File: config.mk
export PLATFORM = sky130hd
export DESIGN_NAME = voxel_ray_traversal_core_flat
export DESIGN_NICKNAME = d
export VERILOG_FILES = /design/src/design/vrt_pkg.sv /design/src/design/vrt_if.sv /design/src/design/voxel_ray_traversal_core.sv /design/src/design/vrt_ctrl.sv /design/src/design/vrt_dp.sv /design/src/flat_wrapper.sv
export SDC_FILE = /design/constraint.sdc
export NUM_CORES = 2
export LEC_CHECK = 0
export ABC_AREA = 1
export BUFFER_PORTS_ARGS = -buffer_cell sky130_fd_sc_hd__buf_4
export CELL_PAD_IN_SITES_DETAIL_PLACEMENT = 1
export CELL_PAD_IN_SITES_GLOBAL_PLACEMENT = 2
export CORE_MARGIN = 4
export CORE_UTILIZATION = 30
export DETAILED_ROUTE_END_ITERATION = 16
export GPL_TIMING_DRIVEN = 1
export PLACE_DENSITY = 0.61
export SLEW_MARGIN = 20
export SYNTH_ARGS = -nofsm -noshare
export SYNTH_HDL_FRONTEND = slang
export SYNTH_SLANG_ARGS = --single-unit
File: constraint.sdc
create_clock -name i_clk -period 18.4 [get_ports i_clk]
set_input_delay 2.76 -clock i_clk [delete_from_list [all_inputs] [get_ports i_clk]]
set_output_delay 2.76 -clock i_clk [all_outputs]
set_load 0.05 [all_outputs]
File: src/design/vrt_pkg.sv
// Package for the voxel ray traversal core: shared constants, result codes,
// and the command and status types between controller and datapath.
// Depends on nothing.
package vrt_pkg;

    localparam int FRAC_BITS_DEF = 16;
    localparam int CELL_BITS_DEF = 16;
    localparam int DATA_W        = 32;
    localparam int OUT_CELL_W    = 16;

    localparam logic [1:0] KIND_QUERY  = 2'd0;
    localparam logic [1:0] KIND_HIT    = 2'd1;
    localparam logic [1:0] KIND_MISS   = 2'd2;
    localparam logic [1:0] KIND_IGNORE = 2'd3;

    localparam logic ACT_START  = 1'b0;
    localparam logic ACT_ANSWER = 1'b1;

    localparam logic [DATA_W-1:0] DIST_MAX = '1;

    typedef struct packed {
        logic       start_load;
        logic       answer;
        logic       sq_mul;
        logic       sq_acc;
        logic       root_init;
        logic       root_step;
        logic       div_init;
        logic       div_step;
        logic       cross_wr;
        logic       side_mul;
        logic       side_wr;
        logic       emit_start;
        logic       emit_miss;
        logic [1:0] axis;
    } t_cmd;

    typedef struct packed {
        logic sum_zero;
        logic reach_zero;
    } t_status;

endpackage

File: src/design/vrt_if.sv
// Channel interfaces of the voxel ray traversal core: ray start and
// occupancy answers in, cell queries and outcomes out. No dependencies.
interface vrt_in_if;
    logic               valid;
    logic               ready;
    logic               action;
    logic signed [31:0] origin_x;
    logic signed [31:0] origin_y;
    logic signed [31:0] origin_z;
    logic signed [31:0] dir_x;
    logic signed [31:0] dir_y;
    logic signed [31:0] dir_z;
    logic [31:0]        reach;
    logic               occupied;

    modport source (output valid, action, origin_x, origin_y, origin_z,
                    dir_x, dir_y, dir_z, reach, occupied, input ready);
    modport sink (input valid, action, origin_x, origin_y, origin_z,
                  dir_x, dir_y, dir_z, reach, occupied, output ready);
endinterface

interface vrt_out_if;
    logic               valid;
    logic               ready;
    logic [1:0]         kind;
    logic signed [15:0] cell_x;
    logic signed [15:0] cell_y;
    logic signed [15:0] cell_z;
    logic signed [1:0]  face_x;
    logic signed [1:0]  face_y;
    logic signed [1:0]  face_z;
    logic [31:0]        travelled;

    modport source (output valid, kind, cell_x, cell_y, cell_z,
                    face_x, face_y, face_z, travelled, input ready);
    modport sink (input valid, kind, cell_x, cell_y, cell_z,
                  face_x, face_y, face_z, travelled, output ready);
endinterface

File: src/design/voxel_ray_traversal_core.sv
// Top level of the voxel ray traversal core: joins controller and datapath
// to the channel interfaces. Depends on vrt_pkg, vrt_if, vrt_ctrl, vrt_dp.
//
//   Channel   Direction   Transaction
//   i_in      in          ray start (action 0) or occupancy answer (action 1)
//   o_out     out         cell query, hit, miss or ignored answer
//
// An answer's result is registered and shown the next cycle.
// A ray start runs the bit-serial square root (32 steps) and three bit-serial
// divides.
// Input is taken only while the controller is idle and the result register is
// empty or being read. Reset is synchronous and clears all control state.
module voxel_ray_traversal_core import vrt_pkg::*; #(
    parameter int FRAC_BITS = FRAC_BITS_DEF,
    parameter int CELL_BITS = CELL_BITS_DEF
) (
    input  logic  i_clk,
    input  logic  i_rst_n,
    vrt_in_if.sink    i_in,
    vrt_out_if.source o_out
);

    t_cmd                         cmd;
    t_status                      status;
    logic signed [DATA_W-1:0]     origin [3];
    logic signed [DATA_W-1:0]     dir [3];
    logic signed [OUT_CELL_W-1:0] out_cell [3];
    logic signed [1:0]            face [3];

    assign origin[0] = i_in.origin_x;
    assign origin[1] = i_in.origin_y;
    assign origin[2] = i_in.origin_z;
    assign dir[0]    = i_in.dir_x;
    assign dir[1]    = i_in.dir_y;
    assign dir[2]    = i_in.dir_z;

    vrt_ctrl #(
        .FRAC_BITS(FRAC_BITS)
    ) u_ctrl (
        .i_clk       (i_clk),
        .i_rst_n     (i_rst_n),
        .i_in_valid  (i_in.valid),
        .i_action    (i_in.action),
        .i_out_ready (o_out.ready),
        .i_status    (status),
        .o_in_ready  (i_in.ready),
        .o_out_valid (o_out.valid),
        .o_cmd       (cmd)
    );

    vrt_dp #(
        .FRAC_BITS(FRAC_BITS),
        .CELL_BITS(CELL_BITS)
    ) u_dp (
        .i_clk       (i_clk),
        .i_rst_n     (i_rst_n),
        .i_cmd       (cmd),
        .i_origin    (origin),
        .i_dir       (dir),
        .i_reach     (i_in.reach),
        .i_occupied  (i_in.occupied),
        .o_status    (status),
        .o_kind      (o_out.kind),
        .o_cell      (out_cell),
        .o_face      (face),
        .o_travelled (o_out.travelled)
    );

    assign o_out.cell_x = out_cell[0];
    assign o_out.cell_y = out_cell[1];
    assign o_out.cell_z = out_cell[2];
    assign o_out.face_x = face[0];
    assign o_out.face_y = face[1];
    assign o_out.face_z = face[2];

endmodule

File: src/design/vrt_ctrl.sv
// Controller of the voxel ray traversal core: sequences ray setup (squares,
// root, three divides and side products) and answers. Depends on vrt_pkg.
module vrt_ctrl import vrt_pkg::*; #(
    parameter int FRAC_BITS = FRAC_BITS_DEF
) (
    input  logic    i_clk,
    input  logic    i_rst_n,
    input  logic    i_in_valid,
    input  logic    i_action,
    input  logic    i_out_ready,
    input  t_status i_status,
    output logic    o_in_ready,
    output logic    o_out_valid,
    output t_cmd    o_cmd
);

    localparam int DW    = DATA_W + FRAC_BITS;
    localparam int CNT_W = $clog2(DW);

    localparam logic [3:0] S_IDLE   = 4'd0;
    localparam logic [3:0] S_SQ_MUL = 4'd1;
    localparam logic [3:0] S_SQ_ACC = 4'd2;
    localparam logic [3:0] S_ROOT   = 4'd3;
    localparam logic [3:0] S_DINIT  = 4'd4;
    localparam logic [3:0] S_DIV    = 4'd5;
    localparam logic [3:0] S_CRS    = 4'd6;
    localparam logic [3:0] S_SMUL   = 4'd7;
    localparam logic [3:0] S_SWR    = 4'd8;

    logic [3:0]       r_state, n_state;
    logic [CNT_W-1:0] r_cnt, n_cnt;
    logic [1:0]       r_axis, n_axis;
    logic             r_out_valid, n_out_valid;
    logic             in_acc;
    t_cmd             cmd;

    assign o_in_ready  = (r_state == S_IDLE) && (!r_out_valid || i_out_ready);
    assign in_acc      = i_in_valid && o_in_ready;
    assign o_out_valid = r_out_valid;
    assign o_cmd       = cmd;

    always_comb begin
        n_state  = r_state;
        n_cnt    = r_cnt;
        n_axis   = r_axis;
        cmd      = '0;
        cmd.axis = r_axis;
        case (r_state)
            S_IDLE: begin
                if (in_acc) begin
                    if (i_action == ACT_START) begin
                        cmd.start_load = 1'b1;
                        n_axis         = 2'd0;
                        n_state        = S_SQ_MUL;
                    end else begin
                        cmd.answer = 1'b1;
                    end
                end
            end
            S_SQ_MUL: begin
                cmd.sq_mul = 1'b1;
                n_state    = S_SQ_ACC;
            end
            S_SQ_ACC: begin
                cmd.sq_acc = 1'b1;
                if (r_axis != 2'd2) begin
                    n_axis  = r_axis + 2'd1;
                    n_state = S_SQ_MUL;
                end else if (i_status.sum_zero || i_status.reach_zero) begin
                    cmd.emit_miss = 1'b1;
                    n_state       = S_IDLE;
                end else begin
                    cmd.root_init = 1'b1;
                    n_cnt         = '0;
                    n_state       = S_ROOT;
                end
            end
            S_ROOT: begin
                cmd.root_step = 1'b1;
                if (r_cnt == CNT_W'(DATA_W - 1)) begin
                    n_axis  = 2'd0;
                    n_state = S_DINIT;
                end else begin
                    n_cnt = r_cnt + 1'b1;
                end
            end
            S_DINIT: begin
                cmd.div_init = 1'b1;
                n_cnt        = '0;
                n_state      = S_DIV;
            end
            S_DIV: begin
                cmd.div_step = 1'b1;
                if (r_cnt == CNT_W'(DW - 1)) begin
                    n_state = S_CRS;
                end else begin
                    n_cnt = r_cnt + 1'b1;
                end
            end
            S_CRS: begin
                cmd.cross_wr = 1'b1;
                n_state      = S_SMUL;
            end
            S_SMUL: begin
                cmd.side_mul = 1'b1;
                n_state      = S_SWR;
            end
            S_SWR: begin
                cmd.side_wr = 1'b1;
                if (r_axis == 2'd2) begin
                    cmd.emit_start = 1'b1;
                    n_state        = S_IDLE;
                end else begin
                    n_axis  = r_axis + 2'd1;
                    n_state = S_DINIT;
                end
            end
            default: begin
                n_state = S_IDLE;
            end
        endcase
    end

    always_comb begin
        if (cmd.emit_start || cmd.emit_miss || cmd.answer) begin
            n_out_valid = 1'b1;
        end else if (i_out_ready) begin
            n_out_valid = 1'b0;
        end else begin
            n_out_valid = r_out_valid;
        end
    end

    always_ff @(posedge i_clk) begin
        if (!i_rst_n) begin
            r_state     <= S_IDLE;
            r_cnt       <= '0;
            r_axis      <= 2'd0;
            r_out_valid <= 1'b0;
        end else begin
            r_state     <= n_state;
            r_cnt       <= n_cnt;
            r_axis      <= n_axis;
            r_out_valid <= n_out_valid;
        end
    end

    a_start_goes_busy: assert property (@(posedge i_clk) disable iff (!i_rst_n)
        (in_acc && i_action == ACT_START) |=> (r_state == S_SQ_MUL))
        else $error("start transaction did not begin setup");

    a_axis_range: assert property (@(posedge i_clk) disable iff (!i_rst_n)
        (r_axis != 2'd3))
        else $error("axis index out of range");

    a_setup_emits: assert property (@(posedge i_clk) disable iff (!i_rst_n)
        (r_state == S_SWR && r_axis == 2'd2) |=> (r_out_valid && r_state == S_IDLE))
        else $error("setup finished without a result");

    a_div_count: assert property (@(posedge i_clk) disable iff (!i_rst_n)
        (r_state == S_DIV) |-> (r_cnt <= CNT_W'(DW - 1)))
        else $error("divider step count overran");

endmodule

File: src/design/vrt_dp.sv
// Datapath of the voxel ray traversal core: ray state, shared multiplier,
// bitwise root and divider, step logic and result register. Uses vrt_pkg.
module vrt_dp import vrt_pkg::*; #(
    parameter int FRAC_BITS = FRAC_BITS_DEF,
    parameter int CELL_BITS = CELL_BITS_DEF
) (
    input  logic                         i_clk,
    input  logic                         i_rst_n,
    input  t_cmd                         i_cmd,
    input  logic signed [DATA_W-1:0]     i_origin [3],
    input  logic signed [DATA_W-1:0]     i_dir [3],
    input  logic [DATA_W-1:0]            i_reach,
    input  logic                         i_occupied,
    output t_status                      o_status,
    output logic [1:0]                   o_kind,
    output logic signed [OUT_CELL_W-1:0] o_cell [3],
    output logic signed [1:0]            o_face [3],
    output logic [DATA_W-1:0]            o_travelled
);

    localparam int DW = DATA_W + FRAC_BITS;
    localparam logic [FRAC_BITS:0] ONE = (FRAC_BITS+1)'(1) << FRAC_BITS;

    logic                        r_active;
    logic signed [DATA_W-1:0]    r_org [3];
    logic [DATA_W-1:0]           r_mag [3];
    logic signed [1:0]           r_step [3];
    logic signed [CELL_BITS-1:0] r_cell [3];
    logic [DATA_W-1:0]           r_cross [3];
    logic [DATA_W-1:0]           r_side [3];
    logic signed [1:0]           r_face [3];
    logic [DATA_W-1:0]           r_dist;
    logic [DATA_W-1:0]           r_reach;
    logic [63:0]                 r_sum;
    logic [63:0]                 r_prod;
    logic [63:0]                 r_rootn;
    logic [33:0]                 r_rrem;
    logic [DATA_W-1:0]           r_root;
    logic [DW-1:0]               r_dq;
    logic [DATA_W-1:0]           r_drem;
    logic [1:0]                  r_o_kind;
    logic signed [OUT_CELL_W-1:0] r_o_cell [3];
    logic signed [1:0]           r_o_face [3];
    logic [DATA_W-1:0]           r_o_dist;

    logic [1:0]                  ax;
    logic [FRAC_BITS-1:0]        frac;
    logic [FRAC_BITS:0]          part;
    logic [DATA_W-1:0]           mul_a, mul_b;
    logic [63:0]                 n_sum;
    logic [35:0]                 rt_rem, rt_trial;
    logic                        rt_ge;
    logic [DATA_W:0]             dv_t;
    logic                        dv_ge;
    logic [DATA_W-1:0]           cross_sat;
    logic [1:0]                  sel;
    logic [DATA_W:0]             side_sum;
    logic [DATA_W-1:0]           new_side;
    logic signed [CELL_BITS-1:0] new_cell;
    logic signed [1:0]           new_face;
    logic                        go_on;
    logic signed [DATA_W-1:0]    floor_pos [3];

    function automatic logic signed [OUT_CELL_W-1:0] cell_out(
        input logic signed [CELL_BITS-1:0] c
    );
        logic signed [31:0] ext;
        ext = 32'(c);
        return ext[OUT_CELL_W-1:0];
    endfunction

    assign ax   = i_cmd.axis;
    assign frac = r_org[ax][FRAC_BITS-1:0];
    assign part = (r_step[ax] == 2'sd1) ? (ONE - {1'b0, frac}) : {1'b0, frac};

    assign mul_a = i_cmd.side_mul ? DATA_W'(part) : r_mag[ax];
    assign mul_b = i_cmd.side_mul ? r_cross[ax] : r_mag[ax];

    assign n_sum               = r_sum + r_prod;
    assign o_status.sum_zero   = (n_sum == 64'd0);
    assign o_status.reach_zero = (r_reach == '0);

    assign rt_rem   = {r_rrem, r_rootn[63:62]};
    assign rt_trial = {2'b00, r_root, 2'b01};
    assign rt_ge    = (rt_rem >= rt_trial);

    assign dv_t      = {r_drem, r_dq[DW-1]};
    assign dv_ge     = (dv_t >= {1'b0, r_mag[ax]});
    assign cross_sat = (|r_dq[DW-1:DATA_W]) ? DIST_MAX : r_dq[DATA_W-1:0];

    always_comb begin
        if (r_side[0] < r_side[1]) begin
            sel = (r_side[0] < r_side[2]) ? 2'd0 : 2'd2;
        end else begin
            sel = (r_side[1] < r_side[2]) ? 2'd1 : 2'd2;
        end
    end

    assign side_sum = {1'b0, r_side[sel]} + {1'b0, r_cross[sel]};
    assign new_side = side_sum[DATA_W] ? DIST_MAX : side_sum[DATA_W-1:0];
    assign new_cell = r_cell[sel] + CELL_BITS'(r_step[sel]);
    assign new_face = -r_step[sel];
    assign go_on    = (r_side[sel] < r_reach);

    always_comb begin
        for (int i = 0; i < 3; i++) begin
            floor_pos[i] = i_origin[i] >>> FRAC_BITS;
        end
    end

    always_ff @(posedge i_clk) begin
        if (!i_rst_n) begin
            r_active <= 1'b0;
        end else if (i_cmd.start_load) begin
            r_active <= 1'b0;
        end else if (i_cmd.emit_start) begin
            r_active <= 1'b1;
        end else if (i_cmd.answer && r_active && (i_occupied || !go_on)) begin
            r_active <= 1'b0;
        end
    end

    always_ff @(posedge i_clk) begin
        if (i_cmd.start_load) begin
            for (int i = 0; i < 3; i++) begin
                r_org[i]  <= i_origin[i];
                r_mag[i]  <= i_dir[i][DATA_W-1] ? (~i_dir[i] + 1'b1) : i_dir[i];
                r_step[i] <= i_dir[i][DATA_W-1] ? -2'sd1 :
                             ((i_dir[i] == '0) ? 2'sd0 : 2'sd1);
                r_cell[i] <= floor_pos[i][CELL_BITS-1:0];
                r_face[i] <= 2'sd0;
            end
            r_reach <= i_reach;
            r_dist  <= '0;
            r_sum   <= 64'd0;
        end
        if (i_cmd.sq_mul || i_cmd.side_mul) begin
            r_prod <= 64'(mul_a) * 64'(mul_b);
        end
        if (i_cmd.sq_acc) begin
            r_sum <= n_sum;
        end
        if (i_cmd.root_init) begin
            r_rootn <= n_sum;
            r_rrem  <= '0;
            r_root  <= '0;
        end
        if (i_cmd.root_step) begin
            r_rootn <= {r_rootn[61:0], 2'b00};
            r_rrem  <= rt_ge ? 34'(rt_rem - rt_trial) : rt_rem[33:0];
            r_root  <= {r_root[DATA_W-2:0], rt_ge};
        end
        if (i_cmd.div_init) begin
            r_dq   <= {r_root, {FRAC_BITS{1'b0}}};
            r_drem <= '0;
        end
        if (i_cmd.div_step) begin
            r_dq   <= {r_dq[DW-2:0], dv_ge};
            r_drem <= dv_ge ? DATA_W'(dv_t - {1'b0, r_mag[ax]}) : dv_t[DATA_W-1:0];
        end
        if (i_cmd.cross_wr) begin
            r_cross[ax] <= (r_mag[ax] == '0) ? DIST_MAX : cross_sat;
        end
        if (i_cmd.side_wr) begin
            r_side[ax] <= (r_mag[ax] == '0) ? DIST_MAX :
                          r_prod[FRAC_BITS+DATA_W-1:FRAC_BITS];
        end
        if (i_cmd.emit_miss) begin
            r_o_kind <= KIND_MISS;
            r_o_dist <= '0;
            for (int i = 0; i < 3; i++) begin
                r_cell[i]   <= '0;
                r_o_cell[i] <= '0;
                r_o_face[i] <= 2'sd0;
            end
        end
        if (i_cmd.emit_start) begin
            r_o_kind <= KIND_QUERY;
            r_o_dist <= r_dist;
            for (int i = 0; i < 3; i++) begin
                r_o_cell[i] <= cell_out(r_cell[i]);
                r_o_face[i] <= r_face[i];
            end
        end
        if (i_cmd.answer) begin
            if (!r_active) begin
                r_o_kind <= KIND_IGNORE;
                r_o_dist <= '0;
                for (int i = 0; i < 3; i++) begin
                    r_o_cell[i] <= '0;
                    r_o_face[i] <= 2'sd0;
                end
            end else if (i_occupied) begin
                r_o_kind <= KIND_HIT;
                r_o_dist <= r_dist;
                for (int i = 0; i < 3; i++) begin
                    r_o_cell[i] <= cell_out(r_cell[i]);
                    r_o_face[i] <= r_face[i];
                end
            end else begin
                r_dist      <= r_side[sel];
                r_side[sel] <= new_side;
                r_cell[sel] <= new_cell;
                for (int i = 0; i < 3; i++) begin
                    r_face[i] <= (sel == 2'(i)) ? new_face : 2'sd0;
                end
                if (go_on) begin
                    r_o_kind <= KIND_QUERY;
                    r_o_dist <= r_side[sel];
                    for (int i = 0; i < 3; i++) begin
                        r_o_cell[i] <= (sel == 2'(i)) ? cell_out(new_cell)
                                                      : cell_out(r_cell[i]);
                        r_o_face[i] <= (sel == 2'(i)) ? new_face : 2'sd0;
                    end
                end else begin
                    r_o_kind <= KIND_MISS;
                    r_o_dist <= '0;
                    for (int i = 0; i < 3; i++) begin
                        r_o_cell[i] <= '0;
                        r_o_face[i] <= 2'sd0;
                    end
                end
            end
        end
    end

    assign o_kind      = r_o_kind;
    assign o_travelled = r_o_dist;
    assign o_cell      = r_o_cell;
    assign o_face      = r_o_face;

endmodule

File: src/flat_wrapper.sv
// flat-port wrapper written by rule: the top's interface ports become plain ports
module voxel_ray_traversal_core_flat import vrt_pkg::*;
#(
    parameter int FRAC_BITS = FRAC_BITS_DEF,
    parameter int CELL_BITS = CELL_BITS_DEF
)
  (i_clk, i_rst_n, i_in_valid, i_in_action, i_in_origin_x, i_in_origin_y, i_in_origin_z, i_in_dir_x, i_in_dir_y, i_in_dir_z, i_in_reach, i_in_occupied, i_in_ready, o_out_valid, o_out_kind, o_out_cell_x, o_out_cell_y, o_out_cell_z, o_out_face_x, o_out_face_y, o_out_face_z, o_out_travelled, o_out_ready);
  vrt_in_if i_in_i ();
  vrt_out_if o_out_i ();
  input  logic i_clk;
  input  logic i_rst_n;
  input wire logic [$bits(i_in_i.valid)-1:0] i_in_valid;
  input wire logic [$bits(i_in_i.action)-1:0] i_in_action;
  input wire logic [$bits(i_in_i.origin_x)-1:0] i_in_origin_x;
  input wire logic [$bits(i_in_i.origin_y)-1:0] i_in_origin_y;
  input wire logic [$bits(i_in_i.origin_z)-1:0] i_in_origin_z;
  input wire logic [$bits(i_in_i.dir_x)-1:0] i_in_dir_x;
  input wire logic [$bits(i_in_i.dir_y)-1:0] i_in_dir_y;
  input wire logic [$bits(i_in_i.dir_z)-1:0] i_in_dir_z;
  input wire logic [$bits(i_in_i.reach)-1:0] i_in_reach;
  input wire logic [$bits(i_in_i.occupied)-1:0] i_in_occupied;
  output wire logic [$bits(i_in_i.ready)-1:0] i_in_ready;
  output wire logic [$bits(o_out_i.valid)-1:0] o_out_valid;
  output wire logic [$bits(o_out_i.kind)-1:0] o_out_kind;
  output wire logic [$bits(o_out_i.cell_x)-1:0] o_out_cell_x;
  output wire logic [$bits(o_out_i.cell_y)-1:0] o_out_cell_y;
  output wire logic [$bits(o_out_i.cell_z)-1:0] o_out_cell_z;
  output wire logic [$bits(o_out_i.face_x)-1:0] o_out_face_x;
  output wire logic [$bits(o_out_i.face_y)-1:0] o_out_face_y;
  output wire logic [$bits(o_out_i.face_z)-1:0] o_out_face_z;
  output wire logic [$bits(o_out_i.travelled)-1:0] o_out_travelled;
  input wire logic [$bits(o_out_i.ready)-1:0] o_out_ready;
  assign i_in_i.valid = i_in_valid;
  assign i_in_i.action = i_in_action;
  assign i_in_i.origin_x = i_in_origin_x;
  assign i_in_i.origin_y = i_in_origin_y;
  assign i_in_i.origin_z = i_in_origin_z;
  assign i_in_i.dir_x = i_in_dir_x;
  assign i_in_i.dir_y = i_in_dir_y;
  assign i_in_i.dir_z = i_in_dir_z;
  assign i_in_i.reach = i_in_reach;
  assign i_in_i.occupied = i_in_occupied;
  assign i_in_ready = i_in_i.ready;
  assign o_out_valid = o_out_i.valid;
  assign o_out_kind = o_out_i.kind;
  assign o_out_cell_x = o_out_i.cell_x;
  assign o_out_cell_y = o_out_i.cell_y;
  assign o_out_cell_z = o_out_i.cell_z;
  assign o_out_face_x = o_out_i.face_x;
  assign o_out_face_y = o_out_i.face_y;
  assign o_out_face_z = o_out_i.face_z;
  assign o_out_travelled = o_out_i.travelled;
  assign o_out_i.ready = o_out_ready;
  voxel_ray_traversal_core #(.FRAC_BITS(FRAC_BITS), .CELL_BITS(CELL_BITS)) u_core (.i_clk(i_clk), .i_rst_n(i_rst_n), .i_in(i_in_i), .o_out(o_out_i));
endmodule
==> impl_metrics.toml <==
[cts]
clock_latency_ns = 0.88
cts_buffers = 118
root_buffer = "clkbuf_16"
clockBufferDepth = 4
post_cts_buffers = 0
post_cts_resized = 0
h-tree-depth = 3
ctsHoldBuffers = 0
clock-sinks = 902
path_clk_slew_ns = 0.05
tritoncts = "yes"

[finish]
fillers = 33370
area_growth_pct = 12.71
final_nets = 11880
drive_gt1_frac = 0.07924

[timing]
finClkSkew_ns = 0.08997
max_slew_margin = 0.1545
fin_ws_ns = 6.482
min_period_ns = 11.92
tns_ns = 0
tightest_slew_ns = 1.255
setup_viol = 0
whs_ns = 0.4563
rsz0062_at_grt = "false"
max_freq_mhz = 83.91
report.final.hold_viol_count = 0
slew_violations = 0
post-route-period-util = 0.6477

[placed_design]
port_buffers = 319
gp_congestion = 0.8969
place_ws_ns = 6.493
hpwl_mm = 277.6

[yosys]
synth_edf_count = 852
synth_top_cell_area_share = 0.2976
syn_avg_cell_area_um2 = 8.631
syn-cell-area_um2 = 85960
synth_top_cell_by_area = "edfxtp_1"
yosys_warnings = 0
synth_top_cells_by_area = "edfxtp_1 (30%), fa_1 (21%), nand2_1 (8.7%), ha_1 (8.3%), inv_1 (8.2%)"
ys_seq_elements = 902
netlist-cell-type-count = 74
syn_nets = 11660
synthFlopType = "edfxtp_1"
yosysSeqAreaShare = 0.3093
async_flop_share = 0
synthTopCellsByCount = "nand2_1 (1,986), inv_1 (1,883), fa_1 (900)"
postSynthCellCount = 9960
yosysMostFrequentCell = "nand2_1"

[worst_setup_path]
reg2reg_depth = 38
startpoint_type = "register"
crit_slowest_cell = "inv_1"
crit_required_ns = 18.91
critPathMaxFanout = 45
path_class = "register to register"
rrSetupSlack_ns = 6.48
endpoint_kind = "register"
cp.arrival_ns = 12.43
cpMostUsedCell = "inv_1"
slowest_delay_ns = 0.73

[global_routing]
grt_pass1_vias = 75680
grt_pass1_wl_mm = 511.0
grt_max_degree = 95
grt_overflow = 0
track_usage = 0.2325
antenna_found_initial = 14

[drt]
wirelength_mm = 345.6
dr.pass1.iters = 5
drt_iter0_drc = 3775
avgRoutedWirePerCell_um = 24.61
vias_per_cell = 4.919
drc = 0
num_vias = 69080
antenna_left = 0

[worst_hold_path]
hold_class = "register to register"
hold_depth = 2

[floorplanning]
coreArea_um2 = 285200
ioPinCount = 320
floorplan.initialDensity = 0.3014
rows = 196
die_x_um = 543.3
dieHeight_um = 543.3
die-area_um2 = 295200

[run]
drv_cap = 0

[run_status]
outcome = "completed"
==> metrics by stage <==
stage	cell area [µm²]	cells	utilization
after floorplan	85960	9960	-
after global placement	92830	13820	0.3255
after detailed placement	92850	13820	0.3256
after CTS	96830	14030	0.3395
after global routing	96880	14040	0.3397
final	96880	14040	0.3397
==> logic make-up (layout without fill, tap and decap cells) <==
group | after synthesis | count (layout) | synth area share
xor gates and xnor gates | 311 | 311 | 0.03169
other | 0 | 9 | 0
muxes | 12 | 12 | 0.001397
adders and majority gates | 1471 | 1471 | 0.2927
AOI/OAI and AO/OA | 1566 | 1566 | 0.1014
and+or+nand+nor | 3417 | 3417 | 0.1608
buffers and inverters | 2281 | 2594 | 0.1028
DFF | 902 | 902 | 0.3093
==> layer usage <==
| layer | GRT usage | wire length, µm | vias to the layer above |
|---|---|---|---|
| li1 | - | - | 32180 |
| met1 | 0.3229 | 162200 | 35290 |
| met2 | 0.3888 | 160700 | 1304 |
| met3 | 0.02629 | 13850 | 306 |
| met4 | 0.05267 | 8748 | 2 |
| met5 | 0 | 8 | - |
==> path summary, 6_finish.rpt <==
kind                                  startpoint                                  end
min reg2reg  u_core.u_dp.r_rootn[1]$_SDFFE_PP0P_  u_core.u_dp.r_rootn[1]$_SDFFE_PP0P_
max                                     register     u_core.u_dp.r_prod[44]$_DFFE_PP_
min          u_core.u_dp.r_rootn[1]$_SDFFE_PP0P_  u_core.u_dp.r_rootn[1]$_SDFFE_PP0P_
max reg2reg                             register     u_core.u_dp.r_prod[44]$_DFFE_PP_
==> state kept, by name, summed over array words and instances (netlist names), 64 cells and up, named ones only <==
register	flops
u_core.u_dp.r_rootn	64
u_core.u_dp.r_mag	96
u_core.u_dp.r_prod	64
u_core.u_dp.r_side	96
u_core.u_dp.r_sum	64
u_core.u_dp.r_cross	96
==> cell type report <==
cell class	instances	area [µm²]	share of cell area
flip-flops and latches	902	26590	0.2745
inverters	1913	7186	0.07417
well taps	3762	4707	0.04858
clock buffers	149	3131	0.03231
diodes	9	22.52	0.0002325
clock inverters	70	847.1	0.008743
repair buffers	462	3497	0.03610
multi-input cells	6777	50900	0.5254
==> critical path: cells and delay by family (launching register included) <==
family                     cells  cell delay [ns]
and+or+nand+nor                5             0.68
DFF                            1             0.68
buffers and inverters          9             2.04
AOI/OAI and AO/OA             13             3.85
adders and majority gates     10             4.06
xor gates and xnor gates       1             0.21
==> layout by cell type (no fill, tap or decap), drive strengths merged, types with 50 or more instances in the layout <==
cell,netlist,final
clkinv,23,62
buf,121,462
nor2,899,899
a21oi,480,480
nand3,269,269
edfxtp,852,852
ha,571,571
o21ai,736,736
a31oi,90,90
xnor2,151,151
fa,900,900
dfxtp,50,50
inv,1890,1896
xor2,160,160
nand2,2008,2008
clkbuf,244,149
nand4,58,58
nor3,70,70
Power is left out: the tool's default activity adds up to more than one toggle a clock period on the data nets, which glitch-free logic cannot reach.
